<file path="src/rtl/sfpd_pkg.sv">
package sfpd_pkg;

	localparam int FRAME_BYTES_DEF     = 1024;
	localparam int PACKET_OVERHEAD_DEF = 3;

	localparam int CFG_IDX_W  = 3;
	localparam int CFG_DATA_W = 16;

	// configuration register indexes
	localparam logic [CFG_IDX_W-1:0] REG_FRAME_START  = 3'd0;
	localparam logic [CFG_IDX_W-1:0] REG_PACKET_START = 3'd1;
	localparam logic [CFG_IDX_W-1:0] REG_LENGTH_MASK  = 3'd2;
	localparam logic [CFG_IDX_W-1:0] REG_STREAM_MASK  = 3'd3;
	localparam logic [CFG_IDX_W-1:0] REG_MAX_PACKET   = 3'd4;

	typedef enum logic [2:0] {
		ST_OK        = 3'd0,
		ST_TRUNCATED = 3'd1,
		ST_TOO_LONG  = 3'd2,
		ST_TRAILING  = 3'd3,
		ST_SKIPPED   = 3'd4
	} frame_status_t;

	typedef struct packed {
		logic [7:0]  frame_start_byte;
		logic [7:0]  packet_start_byte;
		logic [15:0] length_field_mask;
		logic [15:0] stream_flag_mask;
		logic [15:0] max_packet_bytes;
	} sfpd_cfg_t;

	localparam sfpd_cfg_t CFG_RESET = '{
		frame_start_byte:  8'd85,
		packet_start_byte: 8'd170,
		length_field_mask: 16'd16383,
		stream_flag_mask:  16'd32768,
		max_packet_bytes:  16'd1024
	};

	typedef struct packed {
		logic [7:0] rx_byte;
		logic       frame_begin;
	} sfpd_in_t;

	typedef struct packed {
		logic [7:0]    payload_byte;
		logic          byte_valid;
		logic          packet_first;
		logic          packet_last;
		logic          stream_packet;
		logic          frame_done;
		frame_status_t frame_status;
	} sfpd_out_t;

endpackage

</file>
<file path="src/rtl/sfpd_parser.sv">
module sfpd_parser import sfpd_pkg::*; #(
	parameter int FRAME_BYTES     = FRAME_BYTES_DEF,
	parameter int PACKET_OVERHEAD = PACKET_OVERHEAD_DEF
) (
	input  logic      clk,
	input  logic      arst_n,
	input  sfpd_cfg_t cfg,
	input  logic      in_valid,
	output logic      in_ready,
	input  sfpd_in_t  in_data,
	output logic      out_valid,
	input  logic      out_ready,
	output sfpd_out_t out_data
);

	localparam int LEFT_W = $clog2(FRAME_BYTES);
	localparam int PAD_W  = $clog2(PACKET_OVERHEAD);

	typedef enum logic [2:0] {
		PH_IDLE, PH_FLEN_LO, PH_FLEN_HI, PH_SOP, PH_HDR_LO, PH_HDR_HI, PH_PAD, PH_DATA
	} phase_t;

	phase_t            ph_q, ph_d;
	logic [LEFT_W-1:0] left_q, left_d;
	logic [LEFT_W-1:0] pay_q, pay_d;
	logic [7:0]        lo_q, lo_d;
	logic [PAD_W-1:0]  pad_q, pad_d;
	logic              stream_q, stream_d;
	logic              started_q, started_d;
	logic              out_valid_q;
	sfpd_out_t         out_data_q;

	logic              fire;
	logic              emit;
	sfpd_out_t         res;
	logic              do_after;
	logic [LEFT_W-1:0] chk_left;
	logic [15:0]       word;
	logic [15:0]       dlen;
	logic [16:0]       plen;
	logic [16:0]       orig;
	logic [PAD_W-1:0]  pad_dec;

	assign in_ready  = !out_valid_q || out_ready;
	assign fire      = in_valid && in_ready;
	assign out_valid = out_valid_q;
	assign out_data  = out_data_q;

	assign word    = {in_data.rx_byte, lo_q};
	assign dlen    = word & cfg.length_field_mask;
	assign plen    = {1'b0, dlen} + 17'(PACKET_OVERHEAD);
	assign orig    = 17'(left_q) + 17'd2;
	assign pad_dec = pad_q - 1'b1;

	always_comb begin
		ph_d      = ph_q;
		left_d    = left_q;
		pay_d     = pay_q;
		lo_d      = lo_q;
		pad_d     = pad_q;
		stream_d  = stream_q;
		started_d = started_q;
		emit      = 1'b0;
		res       = '0;
		do_after  = 1'b0;
		chk_left  = left_q;

		if (in_data.frame_begin) begin
			if (in_data.rx_byte == cfg.frame_start_byte) begin
				ph_d = PH_FLEN_LO;
			end else begin
				ph_d             = PH_IDLE;
				emit             = 1'b1;
				res.frame_done   = 1'b1;
				res.frame_status = ST_SKIPPED;
			end
		end else begin
			unique case (ph_q)
				PH_IDLE: begin
				end
				PH_FLEN_LO: begin
					lo_d = in_data.rx_byte;
					ph_d = PH_FLEN_HI;
				end
				PH_FLEN_HI: begin
					// used length must fit the data area of the frame
					if (word == 16'd0 || word > 16'(FRAME_BYTES - 3)) begin
						ph_d             = PH_IDLE;
						emit             = 1'b1;
						res.frame_done   = 1'b1;
						res.frame_status = ST_SKIPPED;
					end else begin
						left_d   = word[LEFT_W-1:0];
						chk_left = word[LEFT_W-1:0];
						do_after = 1'b1;
					end
				end
				PH_SOP: begin
					if (in_data.rx_byte != cfg.packet_start_byte) begin
						ph_d             = PH_IDLE;
						emit             = 1'b1;
						res.frame_done   = 1'b1;
						res.frame_status = ST_TRAILING;
					end else begin
						left_d = left_q - 1'b1;
						ph_d   = PH_HDR_LO;
					end
				end
				PH_HDR_LO: begin
					lo_d   = in_data.rx_byte;
					left_d = left_q - 1'b1;
					ph_d   = PH_HDR_HI;
				end
				PH_HDR_HI: begin
					// truncation is checked before the size limit
					if (orig < plen) begin
						ph_d             = PH_IDLE;
						emit             = 1'b1;
						res.frame_done   = 1'b1;
						res.frame_status = ST_TRUNCATED;
					end else if (plen > {1'b0, cfg.max_packet_bytes}) begin
						ph_d             = PH_IDLE;
						emit             = 1'b1;
						res.frame_done   = 1'b1;
						res.frame_status = ST_TOO_LONG;
					end else begin
						left_d    = left_q - 1'b1;
						pay_d     = dlen[LEFT_W-1:0];
						stream_d  = (word & cfg.stream_flag_mask) != 16'd0;
						started_d = 1'b0;
						if (PACKET_OVERHEAD > 3) begin
							pad_d = PAD_W'(PACKET_OVERHEAD - 3);
							ph_d  = PH_PAD;
						end else if (dlen == 16'd0) begin
							chk_left = left_q - 1'b1;
							do_after = 1'b1;
						end else begin
							ph_d = PH_DATA;
						end
					end
				end
				PH_PAD: begin
					left_d = left_q - 1'b1;
					pad_d  = pad_dec;
					if (pad_dec == '0) begin
						if (pay_q == '0) begin
							chk_left = left_q - 1'b1;
							do_after = 1'b1;
						end else begin
							ph_d = PH_DATA;
						end
					end
				end
				PH_DATA: begin
					started_d         = 1'b1;
					left_d            = left_q - 1'b1;
					pay_d             = pay_q - 1'b1;
					emit              = 1'b1;
					res.payload_byte  = in_data.rx_byte;
					res.byte_valid    = 1'b1;
					res.packet_first  = !started_q;
					res.packet_last   = (pay_d == '0);
					res.stream_packet = stream_q;
					if (pay_d == '0) begin
						chk_left = left_q - 1'b1;
						do_after = 1'b1;
					end
				end
				default: begin
				end
			endcase

			// what follows the frame header or a finished packet
			if (do_after) begin
				if (chk_left == '0) begin
					ph_d             = PH_IDLE;
					emit             = 1'b1;
					res.frame_done   = 1'b1;
					res.frame_status = ST_OK;
				end else if (chk_left <= LEFT_W'(PACKET_OVERHEAD)) begin
					ph_d             = PH_IDLE;
					emit             = 1'b1;
					res.frame_done   = 1'b1;
					res.frame_status = ST_TRAILING;
				end else begin
					ph_d = PH_SOP;
				end
			end
		end
	end

	always_ff @(posedge clk or negedge arst_n) begin
		if (!arst_n) begin
			ph_q        <= PH_IDLE;
			left_q      <= '0;
			pay_q       <= '0;
			lo_q        <= '0;
			pad_q       <= '0;
			stream_q    <= 1'b0;
			started_q   <= 1'b0;
			out_valid_q <= 1'b0;
		end else begin
			if (fire) begin
				ph_q      <= ph_d;
				left_q    <= left_d;
				pay_q     <= pay_d;
				lo_q      <= lo_d;
				pad_q     <= pad_d;
				stream_q  <= stream_d;
				started_q <= started_d;
			end
			if (fire && emit) begin
				out_valid_q <= 1'b1;
			end else if (out_ready) begin
				out_valid_q <= 1'b0;
			end
		end
	end

	always_ff @(posedge clk) begin
		if (fire && emit) begin
			out_data_q <= res;
		end
	end

endmodule

</file>
<file path="src/rtl/spi_frame_packet_deframer_top.sv">
// byte-serial deframer for fixed-size spi receive frames
// in channel: one received byte per request with a frame_begin mark on the
// first byte of each frame. a frame is a start byte, a little-endian used
// length and data; inside the used length packets of start byte, header word,
// optional pad bytes and payload are unpacked
// out channel: zero or one result per input byte: a payload byte with
// first/last/stream marks, and/or a frame_done flag with its status
// latency: a result is registered on the edge that takes its byte and is
// offered on out_valid in the next cycle
// throughput: one byte per cycle while the receiver takes results; the whole parse step is one
// pass of logic from the parse state registers to the result register
// receiver stall: the result register holds; a new byte is still taken in the
// cycle the held result is taken, otherwise in_ready drops
// reset: parser idles until a frame_begin byte arrives, output register is
// empty, configuration registers return to their defaults
// configuration: cfg_wen/cfg_index/cfg_data, to be written only while idle; the block itself does not enforce it
module spi_frame_packet_deframer_top import sfpd_pkg::*; #(
	parameter int FRAME_BYTES     = FRAME_BYTES_DEF,
	parameter int PACKET_OVERHEAD = PACKET_OVERHEAD_DEF
) (
	input  logic                  clk,
	input  logic                  arst_n,
	input  logic                  cfg_wen,
	input  logic [CFG_IDX_W-1:0]  cfg_index,
	input  logic [CFG_DATA_W-1:0] cfg_data,
	input  logic                  in_valid,
	output logic                  in_ready,
	input  sfpd_in_t              in_data,
	output logic                  out_valid,
	input  logic                  out_ready,
	output sfpd_out_t             out_data
);

	sfpd_cfg_t cfg_q;

	always_ff @(posedge clk or negedge arst_n) begin
		if (!arst_n) begin
			cfg_q <= CFG_RESET;
		end else if (cfg_wen) begin
			unique case (cfg_index)
				REG_FRAME_START:  cfg_q.frame_start_byte  <= cfg_data[7:0];
				REG_PACKET_START: cfg_q.packet_start_byte <= cfg_data[7:0];
				REG_LENGTH_MASK:  cfg_q.length_field_mask <= cfg_data;
				REG_STREAM_MASK:  cfg_q.stream_flag_mask  <= cfg_data;
				REG_MAX_PACKET:   cfg_q.max_packet_bytes  <= cfg_data;
				default: begin
				end
			endcase
		end
	end

	sfpd_parser #(
		.FRAME_BYTES     (FRAME_BYTES),
		.PACKET_OVERHEAD (PACKET_OVERHEAD)
	) u_parser (
		.clk       (clk),
		.arst_n    (arst_n),
		.cfg       (cfg_q),
		.in_valid  (in_valid),
		.in_ready  (in_ready),
		.in_data   (in_data),
		.out_valid (out_valid),
		.out_ready (out_ready),
		.out_data  (out_data)
	);

	// a result without a payload byte only ever reports the end of a frame
	a_empty_is_done: assert property (@(posedge clk) disable iff (!arst_n)
		out_valid && !out_data.byte_valid |-> out_data.frame_done)
		else $error("result with neither byte nor frame end");

	a_status_only_at_end: assert property (@(posedge clk) disable iff (!arst_n)
		out_valid && !out_data.frame_done |-> out_data.frame_status == ST_OK)
		else $error("status reported before frame end");

	a_marks_need_byte: assert property (@(posedge clk) disable iff (!arst_n)
		out_valid && !out_data.byte_valid |->
			!out_data.packet_first && !out_data.packet_last && !out_data.stream_packet)
		else $error("packet marks without payload byte");

	a_stall_blocks_input: assert property (@(posedge clk) disable iff (!arst_n)
		out_valid && !out_ready |-> !in_ready)
		else $error("byte taken while result register is stalled");

endmodule
</file>
<file path="config.mk">
export PLATFORM = sky130hd
export DESIGN_NAME = spi_frame_packet_deframer_top
export DESIGN_NICKNAME = d
export VERILOG_FILES = /design/src/rtl/sfpd_pkg.sv /design/src/rtl/sfpd_parser.sv /design/src/rtl/spi_frame_packet_deframer_top.sv
export SDC_FILE = /design/constraint.sdc
export NUM_CORES = 1
export LEC_CHECK = 0
export BUFFER_PORTS_ARGS = -buffer_cell sky130_fd_sc_hd__buf_4
export CAP_MARGIN = 10
export CORE_ASPECT_RATIO = 1.5
export CORE_MARGIN = 10
export CORE_UTILIZATION = 40
export CTS_CLUSTER_SIZE = 16
export DETAILED_ROUTE_END_ITERATION = 8
export SLEW_MARGIN = 10
export SYNTH_ARGS = -nofsm -noshare
export SYNTH_HDL_FRONTEND = slang
export SYNTH_SLANG_ARGS = --single-unit
</file>
<file path="constraint.sdc">
create_clock -name clk -period 8 [get_ports clk]
set_clock_uncertainty 0.1 [all_clocks]
set_input_delay 0.4 -clock clk [delete_from_list [all_inputs] [get_ports clk]]
set_output_delay 0.4 -clock clk [all_outputs]
set_load 0.01 [all_outputs]
</file>
Word-level counts from Yosys, hierarchy flattened
Index checks and enable logic that the tools add are counted.

storage, ports and cells
  register bits after elaboration = 116
  bits in latches = 0
  bits in writable memories = 0
  memory bits (read-only) = 0
  bits of input ports = 33
  output and inout port bits = 18
  logic and storage cells = 151
  memories = 0

cells by class
  $add $sub $neg = 5
  multipliers = 0
  divide/modulo/power cells = 0
  magnitude comparators = 4
  equal/unequal tests = 20
  shifts and indexed selects = 0
  mux-type cells = 64
  bitwise gates (word level) = 6
  reductions and logical operators = 32

operators by type and width
  operator                                                                           count
  10-bit 2-to-1 mux                                                                  13
  10-bit case mux with 4 select lines                                                2
  4-bit 2-to-1 mux                                                                   10
  16-bit AND                                                                         2
  16-bit logical NOT                                                                 2
  10-bit logical NOT                                                                 3
  3-bit 2-to-1 mux                                                                   9
  1-bit 2-to-1 mux                                                                   22
  10-bit case mux with 2 select lines                                                1
  10-bit by 1-bit subtractor with 10-bit output, second input constant               2
  3-bit case mux with 6 select lines                                                 1
  16-bit by 2-bit adder with 17-bit output, second input constant                    1
  17-bit by 16-bit greater-than comparator with 1-bit output                         1
  17-bit less-than comparator                                                        1
  16-bit by 10-bit greater-than comparator with 1-bit output, second input constant  1
  16-bit nonzero test                                                                1
  3-bit == test, second input constant                                               5
  3-bit by 2-bit == test with 1-bit output, second input constant                    4
  4-bit case mux with 3 select lines                                                 1
  6-bit AND reduction                                                                2
  10-bit by 2-bit adder with 11-bit output, second input constant                    1
  10-bit by 2-bit less-or-equal comparator with 1-bit output, second input constant  1
  2-bit AND reduction                                                                5
  5-bit AND reduction                                                                2
  23 further kinds                                                                   38

Logic depth before layout (Yosys ltp)
Gate-level depths: netlist of the first run.

  depth after elaboration = 14
  mapped depth = 18
  depth with buffers taken out = 16

By module
From an unflattened synthesis of the first run, not the netlist that was laid out.

second synthesis, totals
  cells, all modules = 748
  area, all modules = 7404.6 um^2

modules (own cells, without submodules)
  module                         times used  cells an instance  area each (um^2)  seq. area each (um^2)
  sfpd_parser                    1           609                4941.0            1381.3
  spi_frame_packet_deframer_top  1           139                2463.6            1631.6

Worst setup path after synthesis of the first run
No wires, ideal clock.

  kind = input to register
  from = in in_data[1] (netlist bit)
  to = reg u_parser.out_data_q, in the netlist u_parser.out_data[0], enable pin
  setup time = 0.413 ns
  data arrival time = 4.920 ns
  slack = 2.567 ns
  cell stages on the path = 17
  path buffers = 1
  path through = buf_4 > nand2_1 > or4_1 > nor2_4 > nand3_1 > nor2_1 > nand3_1 > xor2_1 > ha_1 > nand3_1 > or3_1 > o32a_1 > o31ai_4 > and4_1 > o221ai_2 > o2111a_1 > nor3b_1

between the ends
  word-level cells in the longest chain between the ends = 13
  elaborated cells between the ends (all ways) = 35
  those cells by class = 1 x add/sub; 4 x order compare; 2 x eq/ne; 22 x mux; 1 x bitwise; 5 x reduce/logical

RTL lines
  item                                                                                             RTL line                                text
  start, declared                                                                                  spi_frame_packet_deframer_top.sv:28     input sfpd_in_t in_data,
  16-bit AND                                                                                       sfpd_parser.sv:50                       assign dlen = word & cfg.length_field_mask;
  16-bit by 2-bit adder with 17-bit output or 16-bit logical NOT (tied branches)                   sfpd_parser.sv:51, sfpd_parser.sv:134
  17-bit by 16-bit greater-than comparator with 1-bit output or 10-bit 2-to-1 mux (tied branches)  sfpd_parser.sv:121, sfpd_parser.sv:134
  10-bit 2-to-1 mux                                                                                sfpd_parser.sv:121                      end else if (plen > {1'b0, cfg.max_packet_bytes}) begin
  10-bit 2-to-1 mux                                                                                sfpd_parser.sv:116                      if (orig < plen) begin
  10-bit case mux with 4 select lines                                                              sfpd_parser.sv:78                       unique case (ph_q)
  10-bit 2-to-1 mux                                                                                sfpd_parser.sv:68                       if (in_data.frame_begin) begin
  10-bit by 2-bit less-or-equal comparator with 1-bit output                                       sfpd_parser.sv:180                      end else if (chk_left <= LEFT_W'(PACKET_OVERHEAD)) begin
  1-bit 2-to-1 mux                                                                                 sfpd_parser.sv:180
  1-bit 2-to-1 mux                                                                                 sfpd_parser.sv:175                      if (chk_left == '0) begin
  1-bit 2-to-1 mux                                                                                 sfpd_parser.sv:174                      if (do_after) begin
  1-bit 2-to-1 mux *                                                                               sfpd_parser.sv:68
  1-bit logical AND *                                                                              sfpd_parser.sv:221                      if (fire && emit) begin
  end signal, assigned                                                                             sfpd_parser.sv:222                      out_data_q <= res;
  end, declared                                                                                    sfpd_parser.sv:31                       sfpd_out_t out_data_q;

Every way passes the cells marked *; elsewhere a longest branch is shown, timed or not. The select of a mux whose other input is x is not followed.
A chain may end at the register's enable or synchronous reset.

Worst setup path after layout of the first run
  from = reg u_parser.lo_q[1]
  to = reg u_parser.pay_q[3]

between the ends
  word-level cells in the longest chain between the ends = 5
  elaborated cells between the ends (all ways) = 7
  those cells by class = 1 x add/sub; 2 x order compare; 2 x eq/ne; 1 x bitwise; 1 x reduce/logical

RTL lines
  item                                                                                                       RTL line                                text
  start, declared                                                                                            sfpd_parser.sv:26                       logic [7:0] lo_q, lo_d;
  start signal, assigned                                                                                     sfpd_parser.sv:207                      lo_q <= lo_d;
  16-bit AND *                                                                                               sfpd_parser.sv:50
  16-bit by 2-bit adder with 17-bit output *                                                                 sfpd_parser.sv:51                       assign plen = {1'b0, dlen} + 17'(PACKET_OVERHEAD);
  17-bit less-than comparator or 17-bit by 16-bit greater-than comparator with 1-bit output (tied branches)  sfpd_parser.sv:116, sfpd_parser.sv:121
  2-bit != test (no line)                                                                                    -
  5-bit AND reduction (no line) *                                                                            -
  end signal, assigned                                                                                       sfpd_parser.sv:206                      pay_q <= pay_d;
  end, declared                                                                                              sfpd_parser.sv:25                       logic [LEFT_W-1:0] pay_q, pay_d;

Every way passes the cells marked *; elsewhere a longest branch is shown, timed or not.

==> summary.txt, run 1 <==
Worst hold path
  – Worst Hold Path EP: cfg_q[15]
  – Worst hold path type: input port to register
  – Hold Path Stages: 3
  – Hold Crit Start: cfg_data[15]

Clock tree
  – Number of setup buffers added after CTS: 0
  – Worst skew pair latency: roughly 0.43 ns
  – Clock Path Buffers: 2
  – CTS tree: built
  – Clock-pin slew on the worst setup and hold paths: roughly 0.060 ns
  – H-tree depth: 4
  – Clock root cell: clkbuf_16
  – Total CTS buffers: 17
  – Clock sink total: about 120

Power
  – Worst VDD drop: around 0.00016 V
  – Lkg Pwr: around 3.4 nW
  – Power Density: around 270 nW/um^2

Yosys
  – Seq/Total Area, Yosys: 42.3%
  – Post-synthesis instance area: around 7100 um^2
  – Number of synthesized flops with an enable pin: 16
  – Syn Inst Count: ~730
  – Synth Flop Type: dfrtp_1
  – Synthesized area per cell: 9.72 um^2
  – Asr flop ratio synth: roughly 86%
  – Area leader, netlist: dfrtp_1
  – Yosys top cell area share: 26.7%
  – #FFs+latches synth: between 100 and 150
  – Synth top area cells: dfrtp_1 (27%), mux2_2 (9.0%), dfstp_2 (8.9%), edfxtp_1 (6.8%), ha_1 (6.0%)
  – Netlist cell types: 75
  – Synth warn: 0
  – Post-synth net total: between 700 and 800

Global route
  – GRT Overall Usage: between 10% and 20%
  – Vias in the first global route: about 6000
  – Initial antenna violation count: 0
  – Grt ovf: 0
  – First-pass GRT wire length: around 34 mm
  – Largest net degree at the start of global routing: 70

Routing
  – Pre-Repair DR Iteration Count: 6
  – DR DRC count: 0
  – ANT nets after route: 0
  – Mean routed wirelength per cell: 21.6 um
  – Vias: a little under 6000
  – Drt initial violations: between 400 and 500
  – Vias per cell: roughly 6
  – Final wirelength: 21.5 mm

Setup path
  – CP Data Required Time: 8.20 ns
  – Worst R2R Start: u_parser.lo_q[1]
  – Reg2reg path depth: 15
  – Crit path DAT: roughly 5.3 ns
  – Crit Path Class: register to register
  – Register-to-Register Setup Slack: 2.91 ns
  – Critical path fanouts, max: 25
  – Reg2reg end: u_parser.pay_q[3]
  – Critical path endpoint category: register
  – CP Launch Type: register

STA
  – Final Setup Violations: 0
  – Fmax: slightly below 200 MHz
  – Period utilization: 63.7%
  – Max Slew Vio Count: 0
  – Hold Violations, Final: 0
  – Minimum clock period after layout: 5.09 ns
  – RSZ-0062 raised after global routing: false
  – Setup TNS: 0 ns
  – Slew @ Worst Pin: 1.11 ns
  – Relative slew slack: approximately a quarter

Floorplan
  – Core Rows: slightly below 60
  – Initial core utilization: 40.8%
  – Ports: 51
  – CORE AREA: approximately 17000 um^2
  – Die Span Y: approximately 180 um
  – Die width: 129 um
  – Die area: 23600 um^2

Cells and area
  – Final core occ: 47.9%
  – Ant diodes: 0
  – P&R area growth vs syn: 17.2%
  – Nets: approximately 840
  – Filler cells: 1676
  – Share of layout cells above drive strength 1: between 20 and 25%

Placement
  – HPWL Detailed: approximately 16 mm
  – Number of port buffers: 50
  – RePlAce Congestion: 0.928

Flow run
  – Max-capacitance violation count: 0

Run status
  – Outcome: finished, final reports clean
## worst max path at each step
stage,start,end,slack [ns]
floorplan,in_data[1],u_parser.out_data[0],2.57
global placement,u_parser.lo_q[1],u_parser.out_data[4],3.02
detailed placement,u_parser.lo_q[1],u_parser.pay_q[3],2.93
CTS,u_parser.lo_q[1],u_parser.pay_q[3],2.92
global route,u_parser.lo_q[1],u_parser.stream_q,2.58
finish,u_parser.lo_q[1],u_parser.pay_q[3],2.91
## power breakdown
group / internal, mW / leakage (nW) / switching [mW]
Combinational: 0.264 / 1.77 / 0.336
Sequential: 0.730 / 1.33 / 0.137
Clock: 0.539 / 0.312 / 0.284
Total: 1.53 / 3.41 / 0.756
## timing repair
action,4_1_cts,5_1_grt
setup endpoints to repair,0,0
gates resized for setup,0,0
endpoints found under the hold margin,27,0
hold buffers,1,0
## through the flow
step	hold WS (ns)	cells	setup slack (ns)	cell area [um^2]	total power [mW]
detailed placement	0.274	963	2.93	7660	1.47
global route	0.120	997	2.58	8340	2.42
CTS	0.0890	996	2.92	8320	2.30
finish	0.0945	997	2.91	8340	2.29
floorplan	0.00441	732	2.57	7120	1.25
global placement	0.267	963	3.02	7660	1.45
## metal layers
| layer | GRT usage (%) | up-vias | routed length [um] |
|---|---|---|---|
| met1 | 21.5 | 2996 | 8650 |
| met2 | 34.0 | 172 | 11600 |
| met5 | 0 | - | 0 |
| li1 | - | 2746 | - |
| met4 | 7.49 | 0 | 514 |
| met3 | 2.60 | 41 | 700 |
## cells by family after synthesis
| kind of cell | after synthesis | share of synthesized area (%) |
|---|---|---|
| buf+inv | 83 | 4.69 |
| compound gates | 152 | 14.6 |
| simple gates | 244 | 17.7 |
| flops | 116 | 42.3 |
| xor+xnor | 42 | 5.17 |
| mux | 61 | 9.58 |
| fa+ha+maj | 34 | 5.98 |
## cells in the final DEF, fill, tap and decap left out, types with 17 or more instances in the layout
cell type,Yosys,routed
a21oi_1,29,29
buf_4,1,56
clkbuf_16,0,19
dfrtp_1,76,76
dfstp_2,24,24
ha_1,34,34
inv_1,45,45
mux2_2,57,57
nand2_1,63,63
nand3_1,32,32
nand4_1,18,18
nor2_1,42,42
nor3_1,25,24
o21ai_0,47,47
xnor2_1,25,25
xor2_1,17,17
## sequential cells by signal (all words and copies together), names as in the netlist
register / flops
cfg_q: 64
u_parser.out_data: 16
u_parser.left_q: 10
u_parser.pay_q: 10
u_parser.lo_q: 8
u_parser.ph_q: 3
u_parser.pad_q: 2
u_parser.out_valid: 1
u_parser.started_q: 1
u_parser.stream_q: 1
## final cells by class
cell class | instances | area (um^2) | area share (%)
clock buffers | 24 | 544 | 6.53
well taps | 213 | 267 | 3.20
repair buffers | 58 | 445 | 5.34
clock inverters | 8 | 106 | 1.28
multi-input cells | 533 | 3790 | 45.5
inverters | 45 | 169 | 2.03
flip-flops and latches | 116 | 3010 | 36.1
## critical path: stages (launching register included)
cell,delay (ns)
dfrtp_1,0.60
a22oi_2,0.22
or4_4,0.57
nor2_4,0.17
nand3_1,0.13
nor2_1,0.17
nand3_1,0.14
xor2_1,0.18
ha_1,0.29
nand3_1,0.12
or3_1,0.40
o32a_1,0.43
o31ai_4,0.10
nand2_2,0.14
a2111o_1,0.74
o32a_1,0.46
## synthesized netlist by cell type, types with 4 or more instances
cell type	n
or3_1	4
and2_1	14
nand4_1	18
dfstp_2	24
xnor2_1	25
a21oi_1	29
a211oi_1	6
ha_1	34
nor4_1	11
clkbuf_1	26
edfxtp_1	16
a22oi_1	9
o31ai_1	6
a31oi_1	8
nor2_1	42
nand2_1	63
o22ai_1	5
dfrtp_1	76
buf_2	7
mux2i_1	4
inv_1	45
mux2_2	57
o21ai_0	47
xor2_1	17
nor3_1	25
nand3_1	32
Power figures use the tool's default switching activity.
==> inputs of run 2 (changes only) <==
==> constraint.sdc (replaced) <==
create_clock -name clk -period 4.2 [get_ports clk]
set_clock_uncertainty 0.1 [all_clocks]
set_input_delay 0.21 -clock clk [delete_from_list [all_inputs] [get_ports clk]]
set_output_delay 0.21 -clock clk [all_outputs]
set_load 0.01 [all_outputs]
==> run 2 against run 1 <==
  * The run now ends with setup timing left
  * Sequential power rose by 80%
  * Worst setup slack worse by 3.3 ns
  * Power is 97% higher
  * Routed wire length rose by 7.6%
  * Sequential share of layout area shrank 3.3 points
  * Critical endpoint is now u_parser.out_data[11]
  * Highest routed layer unchanged
==> summary.txt, run 2 (synthesis gave the netlist of run 1 again) <==
Global route
  – GRT Overall Usage: 19.6% (+0.82 points)
  – Vias in the first global route: 6438 (+7.8%)
  – Gr busiest metal: met2
  – Met2 Use GR: 35.8% (+1.8 points)
  – Grt ovf: 0 (unchanged)
  – Initial antenna violation count: 0 (unchanged)
  – GRT met1 Usage: 20.5% (-1.0 points)
  – Largest net degree at the start of global routing: 72 (+2.9%)
  – GR Util met3: 3.58% (+0.98 points)
  – First-pass GRT wire length: 35.7 mm (+4.2%)

STA
  – Minimum clock period after layout: 4.57 ns (-0.525 ns)
  – Period utilization: 109% (+45 points)
  – Worst hold slack: 0.0234 ns (-0.0711 ns)
  – Final Setup Violations: 43 (+43)
  – Hold Violations, Final: 0 (unchanged)
  – RSZ-0062 raised after global routing: true
  – Max Slew Vio Count: 0 (unchanged)
  – Fmax: 219 MHz (+11%)
  – Post-route setup slack: -0.370 ns (-3.28 ns)
  – Relative slew slack: 23.3% (-2.4 points)
  – Slew @ Worst Pin: 1.15 ns (+0.0378 ns)

Routing
  – Pre-Repair DR Iteration Count: 5 (-1)
  – Vias per cell: 5.83 (-2.3%)
  – DR DRC count: 0 (unchanged)
  – Final wirelength: 23.1 mm (+7.6%)
  – ANT nets after route: 0 (unchanged)
  – Drt initial violations: 515 (+5.1%)
  – Mean routed wirelength per cell: 21.5 um (-0.49%)
  – Vias: 6288 (+5.6%)

Clock tree
  – Clock Path Buffers: 2 (unchanged)
  – Clock sink total: 116 (unchanged)
  – Clock root cell: clkbuf_16
  – Total CTS buffers: 17 (unchanged)
  – H-tree depth: 4 (unchanged)
  – Worst skew pair latency: 0.43 ns (about the same)
  – CTS tree: built
  – Clock-pin slew on the worst setup and hold paths: 0.06 ns (about the same)

Setup path
  – WP buf/inv: 3 (+3)
  – Crit path max-delay family: simple AND/OR/NAND/NOR gates
  – Reg2reg end: u_parser.out_data[11]
  – CP Data Required Time: 4.25 ns (-3.95 ns)
  – Crit path DAT: 4.62 ns (-0.67 ns)
  – Critical path fanouts, max: 8 (-68%)
  – Crit-path max cell delay: 0.58 ns (-0.16 ns)
  – Slowest CP cell: or4_4
  – CP Launch Type: register
  – Register-to-Register Setup Slack: -0.37 ns (-3.28 ns)
  – Cell chain of the critical path: nand4_1 > or4_4 > nor2_4 > nand3_4 > buf_6 > xor2_1 > ha_1 > a211oi_2 > nor3b_1 > or4_4 > o31ai_4 > and4_1 > o221ai_2 > o2111a_2 > nor3b_4 > buf_6 > clkbuf_16
  – Worst R2R Start: cfg_q[35]
  – Reg2reg path depth: 17 (+2)
  – Critical path endpoint category: register
  – Crit Path Class: register to register

Floorplan
  – Die area: 23600 um^2 (unchanged)
  – Die width: 129 um (unchanged)
  – Die Span Y: 183 um (unchanged)
  – Ports: 51 (unchanged)
  – Core Rows: 59 (unchanged)
  – CORE AREA: 17400 um^2 (unchanged)
  – Initial core utilization: 40.8% (unchanged)

Cells and area
  – Commonest non-fill, non-tap cell in the layout: buf_4
  – Reg with most FFs: cfg_q
  – Most frequent cells in the layout: buf_4 (111), dfrtp_1 (76), nand2_1 (61), mux2_2 (57), inv_1 (45)
  – Layout Cells excl Fill: 1078 (+8.1%)
  – Share of layout cells above drive strength 1: 33.9% (+9.5 points)
  – P&R area growth vs syn: 29.1%
  – Max reg flops: 64 (unchanged)
  – Final core occ: 52.7% (+4.9 points)
  – Ant diodes: 0 (unchanged)
  – Nets: 919 (+9.7%)

Power
  – Worst VDD drop: 0.000376 V (+140%)
  – Switching pwr: 1.58 mW (+110%)
  – Total power: 4.51 mW (+97%)
  – Sequential Power Share: 34.7% (-3.2 points)
  – Lkg Pwr: 3.82 nW (+12%)
  – Int Power: 2.93 mW (+91%)
  – Sw frac: 35.0% (+1.9 points)
  – Power Density: 491 nW/um^2 (+79%)
  – Clock share of power: 31.4% (-4.6 points)
  – Comb power frac: 33.9% (+7.7 points)

Placement
  – Place WS: -0.237 ns (-3.17 ns)
  – RePlAce Congestion: 0.944 (+1.7%)
  – Cells after DPL: 1019 (+5.8%)
  – HPWL Detailed: 17.3 mm (+6.3%)
  – Number of port buffers: 50 (unchanged)

Worst hold path
  – Hold Crit Start: out_ready
  – Worst Hold Path EP: u_parser.out_valid
  – Hold Path Stages: 3 (unchanged)
  – Worst hold path type: input port to register

Run status
  – Failing checks: setup timing
  – Outcome: finished with violations

Flow run
  – Max-capacitance violation count: 0 (unchanged)
## run 2: cell types whose count changed in the layout (fill, tap and decap cells not counted), moves of 4 or more
cell and delta:
buf_4 +55, dlygate4sd3_1 +17, o21ai_0 -16, o21ai_1 +9, a21oi_1 -7, a21oi_2 +7, buf_6 +7, o21ai_2 +6
nand3_1 -5, nand3_2 +4
## run 2: power groups by stage
stage / Sequential (mW) / Clock, mW / Combinational, mW
4_1_cts: 1.56 / 1.44 / 1.45
3_5_place_dp: 1.58 / 0 / 1.40
6_report: 1.56 / 1.42 / 1.53
5_1_grt: 1.59 / 1.48 / 1.66
2_1_floorplan: 1.52 / 0 / 0.861
3_3_place_gp: 1.57 / 0 / 1.36
## run 2: cell type report
class / count / area (um^2)
clock inverters: 13 / 120
inverters: 45 / 169
clock buffers: 19 / 453
repair buffers: 139 / 1160
multi-input cells: 533 / 4010
fillers: 1559 / 8230
flip-flops and latches: 116 / 3010
well taps: 213 / 267
## run 2: metrics by stage
step                TNS, ns  instance area (um^2)
global placement      -3.90                  8130
finish                -9.90                  9190
floorplan             -5.84                  7140
detailed placement    -6.72                  8130
CTS                   -6.73                  8970
global route         -15.98                  9190
## run 2: how the worst max path moves through the flow
stage                    from  cells after the start                     to  slack, ns
detailed placement  cfg_q[38]                     17   u_parser.out_data[4]      -0.24
CTS                 cfg_q[38]                     17  u_parser.out_data[10]      -0.25
global placement    cfg_q[38]                     20   u_parser.out_data[4]      -0.17
finish              cfg_q[35]                     17  u_parser.out_data[11]      -0.37
floorplan           cfg_q[35]                     16   u_parser.out_data[0]      -0.36
global route        cfg_q[35]                     17   u_parser.out_data[0]      -0.49
## run 2: worst reg2reg max path, cell delays in order (launching register included)
cell and delay [ns]:
dfstp_2 0.53, nand4_1 0.12, or4_4 0.58, nor2_4 0.16, nand3_4 0.11, buf_6 0.13, xor2_1 0.13, ha_1 0.33
a211oi_2 0.23, nor3b_1 0.09, or4_4 0.52, o31ai_4 0.21, and4_1 0.25, o221ai_2 0.12, o2111a_2 0.19, nor3b_4 0.18
buf_6 0.15, clkbuf_16 0.16
## run 2: what timing repair did
item,CTS,global route
endpoints found under the hold margin,109,0
setup buffers,4,4
endpoints found under the setup margin,41,45
hold buffers,18,0
pin swaps,3,21
gates cloned,0,1
resized for setup,12,54
## run 2: metal layers
layer,share of wire [%],vias up
met4,4.5,0
met1,37,3113
met3,4.4,55
met2,54,211
li1,-,2909
met5,0,-
==> inputs of run 3 (changes only) <==
--- a/config.mk
+++ b/config.mk
@@ -15,4 +15,6 @@
 export SLEW_MARGIN = 10
 export SYNTH_ARGS = -nofsm -noshare
 export SYNTH_HDL_FRONTEND = slang
+export SYNTH_HIERARCHICAL = 1
 export SYNTH_SLANG_ARGS = --single-unit
+export TNS_END_PERCENT = 30
==> run 3 against run 2 <==
  * Die area up 3.5%
  * Worst setup slack improved by 0.40 ns
  * Final area grew 3.7%
  * First-iteration DRC count decreased by 9.3%
  * Area after synthesis up 4.1%
  * Routed wire length decreased by 1.9%
  * Clock power about the same
  * The run now ends clean
  * Critical path depth up 1
==> summary.txt, run 3 <==
Floorplan
  – Ports: 51 (unchanged)
  – Core Rows: 60 (+1.7%)
  – Die area: 24500 um^2 (+3.5%)
  – CORE AREA: 18100 um^2 (+3.8%)
  – Initial core utilization: 40.9% (+0.084 points)
  – Die Span Y: 187 um (+1.8%)
  – Die width: 131 um (+1.7%)

Routing
  – Pre-Repair DR Iteration Count: 5 (unchanged)
  – Mean routed wirelength per cell: 20.2 um (-6.0%)
  – ANT nets after route: 0 (unchanged)
  – Final wirelength: 22.7 mm (-1.9%)
  – DR DRC count: 0 (unchanged)
  – Drt initial violations: 467 (-9.3%)
  – Vias per cell: 5.68 (-2.7%)
  – Vias: 6387 (+1.6%)

Yosys
  – Mux cell area share after synthesis: 11.1% (+1.5 points)
  – Most numerous cell in the Yosys netlist: dfrtp_1
  – Adder-Cell Fraction of Synth Area: 5.75% (-0.23 points)
  – Syn Inst Count: 748 (+2.2%)
  – Area leader, netlist: dfrtp_1
  – Largest family of logic cells by synthesized area: simple AND/OR/NAND/NOR gates
  – Number of synthesized flops with an enable pin: 16 (unchanged)
  – Seq/Total Area, Yosys: 40.7% (-1.7 points)
  – Synthesized area per cell: 9.90 um^2 (+1.8%)
  – Synth Area in Compound Gates: 13.9% (-0.62 points)
  – Asr flop ratio synth: 86.2% (unchanged)
  – Yosys top cell area share: 25.7% (-1.0 points)
  – Netlist cell types: 80 (+6.7%)
  – Post-synthesis simple-gate area fraction: 18.8% (+1.1 points)
  – Synth top cells by count: dfrtp_1 (76), mux2_2 (73), nand2_1 (70)
  – Post-synthesis instance area: 7400 um^2 (+4.1%)
  – Post-synth net total: 815 (+2.0%)
  – Synth warn: 6 (+6)
  – #FFs+latches synth: 116 (unchanged)
  – Synth top area cells: dfrtp_1 (26%), mux2_2 (11%), dfstp_2 (8.5%), edfxtp_1 (6.5%), ha_1 (5.7%)
  – Xor/xnor share of the synthesized area: 4.73% (-0.44 points)
  – Synth Flop Type: dfrtp_1

Global route
  – GRT Overall Usage: 18.9% (-0.65 points)
  – Initial antenna violation count: 0 (unchanged)
  – Vias in the first global route: 6593 (+2.4%)
  – Grt ovf: 0 (unchanged)
  – Largest net degree at the start of global routing: 54 (-25%)
  – First-pass GRT wire length: 36.0 mm (+0.81%)

Clock tree
  – Worst skew pair latency: 0.42 ns (about the same)
  – Clock Path Buffers: 2 (unchanged)
  – Clock-pin slew on the worst setup and hold paths: 0.06 ns (about the same)
  – Clock root cell: clkbuf_16
  – CTS tree: built
  – H-tree depth: 4 (unchanged)
  – Total CTS buffers: 17 (unchanged)
  – Clock sink total: 116 (unchanged)

Power
  – Sw frac: 37.1% (+2.1 points)
  – Clock share of power: 28.4% (-3.0 points)
  – Lkg Pwr: 4.04 nW (+5.8%)
  – Sequential Power Share: 32.3% (-2.4 points)
  – Comb power frac: 39.3% (+5.4 points)
  – Total power: 5.07 mW (+12%)
  – Power Density: 532 nW/um^2 (+8.5%)
  – Worst VDD drop: 0.000396 V (+5.4%)
  – Int Power: 3.19 mW (+8.8%)
  – Switching pwr: 1.88 mW (+19%)

Setup path
  – Critical path endpoint category: register
  – Most frequent CP cell: nor4_4
  – CP Data Required Time: 4.24 ns (about the same)
  – Crit-path max cell delay: 0.54 ns (-0.04 ns)
  – Slowest CP cell: dfstp_2
  – Crit path DAT: 4.21 ns (-0.41 ns)
  – Crit Path Class: register to register
  – Crit path max-delay family: simple AND/OR/NAND/NOR gates
  – Cell chain of the critical path: nand2_2 > nor4_4 > and3_4 > nand3_4 > or2_4 > xor2_2 > ha_1 > nand4_1 > buf_4 > nor3_2 > o31ai_1 > a21boi_4 > nor4_4 > nor4_4 > a211oi_2 > nor2_4 > buf_6 > buf_12
  – WP buf/inv: 3 (unchanged)
  – CP Launch Type: register
  – Critical path fanouts, max: 7 (-1)

Cells and area
  – Seq. cell area: 3010 um^2 (unchanged)
  – Layout Cells excl Fill: 1125 (+4.4%)
  – Reg with most FFs: cfg_q
  – Most frequent cells in the layout: buf_4 (114), dfrtp_1 (76), mux2_2 (73), nand2_1 (68), a21oi_1 (47)
  – Share of layout cells above drive strength 1: 36.0% (+2.2 points)
  – Footprint of the multi-input gates: 4320 um^2 (+7.6%)
  – Nets: 931 (+1.3%)
  – Filler cells: 1593 (+2.2%)
  – Ant diodes: 0 (unchanged)
  – P&R area growth vs syn: 28.7%
  – Commonest non-fill, non-tap cell in the layout: buf_4
  – Max reg flops: 64 (unchanged)
  – Final core occ: 52.7% (-0.074 points)

STA
  – Max Slew Vio Count: 0 (unchanged)
  – Final Setup Violations: 0 (-100%)
  – Period utilization: 99.2% (-9.6 points)
  – Hold Violations, Final: 0 (unchanged)
  – Setup TNS: 0 ns (+9.90 ns)
  – Fmax: 240 MHz (+9.7%)
  – RSZ-0062 raised after global routing: true
  – Minimum clock period after layout: 4.17 ns (-0.403 ns)
  – Post-route setup slack: 0.0335 ns (+0.403 ns)
  – Slew @ Worst Pin: 0.758 ns (-0.390 ns)
  – Relative slew slack: 49.0% (+26 points)

Worst hold path
  – Worst hold path type: input port to register

Placement
  – Number of port buffers: 50 (unchanged)
  – HPWL Detailed: 17.0 mm (-2.2%)
  – Cells after DPL: 1064 (+4.4%)
  – Place WS: -0.258 ns (-0.0207 ns)
  – RePlAce Congestion: 0.993 (+5.2%)

Run status
  – Outcome: finished, final reports clean

Flow run
  – Max-capacitance violation count: 0 (unchanged)
-- run 3: cells by family after synthesis --
family,after synthesis
and+or+nand+nor,247
muxes,73
DFF,116
adders and majority gates,34
buffers and inverters,79
AOI/OAI and AO/OA,159
xor gates and xnor gates,40
-- run 3: power groups by stage --
stage	registers (mW)	clock network (mW)	logic, mW
6_report	1.64	1.44	1.99
5_1_grt	1.67	1.52	2.17
3_5_place_dp	1.65	0	1.80
3_3_place_gp	1.64	0	1.76
4_1_cts	1.64	1.46	1.93
2_1_floorplan	1.58	0	1.19
-- run 3: path summary, 6_finish.rpt --
| path | startpoint | to | slack (ns) | depth (start not counted) |
|---|---|---|---|---|
| max | cfg_q[36] | u_parser/out_data[12] | 0.03 | 18 |
| min | cfg_data[7] | cfg_q[7] | 0.02 | 2 |
| max reg2reg | cfg_q[36] | u_parser/out_data[12] | 0.03 | 18 |
| min reg2reg | u_parser/pad_q[0] | u_parser/pad_q[0] | 0.40 | 1 |
| max in group asynchronous | arst_n | cfg_q[6] | 2.60 | 3 |
| min in group asynchronous | arst_n | u_parser/out_valid | 0.29 | 2 |
-- run 3: what timing repair did --
item | 4_1_cts | 5_1_grt
cloned | 1 | 0
buffers inserted | 12 | 4
hold buffers | 16 | 0
pin swaps | 18 | 24
hold endpoints to repair | 97 | 0
gates resized for setup | 28 | 29
endpoints found under the setup margin | 27 | 45
-- run 3: worst register-to-register path: cells and delay by family, from the launching register on --
| kind | cells | cell delay, ns |
|---|---|---|
| AND/OR/NAND/NOR | 10 | 1.87 |
| flip-flops | 1 | 0.54 |
| AO/OA/AOI/OAI | 3 | 0.53 |
| buffers and inverters | 3 | 0.41 |
| adder cells (fa/ha/maj) | 1 | 0.29 |
| XOR/XNOR | 1 | 0.16 |
-- run 3: final cells by class --
| cell class | count | area share [%] |
|---|---|---|
| Sequential cell | 116 | 31.6 |
| Clock buffer | 18 | 4.73 |
| Inverter | 35 | 1.38 |
| Multi-Input combinational cell | 553 | 45.3 |
| Timing Repair Buffer | 141 | 12.2 |
| Clock inverter | 14 | 1.48 |
| Tap cell | 248 | 3.26 |
-- run 3: through the flow --
stage | hold slack [ns] | cell area, um^2
after global placement | 0.204 | 8400
after CTS | 0.00422 | 9400
final | 0.0217 | 9530
after global routing | 0.0104 | 9530
after floorplan | -0.186 | 7430
after detailed placement | 0.218 | 8400
-- run 3: routing by layer --
metal | track usage [%] | up-vias | wire length, um
li1 | - | 2969 | -
met1 | 21.2 | 3139 | 8730
met2 | 32.7 | 205 | 11900
met3 | 3.00 | 74 | 871
met4 | 10.9 | 0 | 1170
met5 | 0 | - | 0
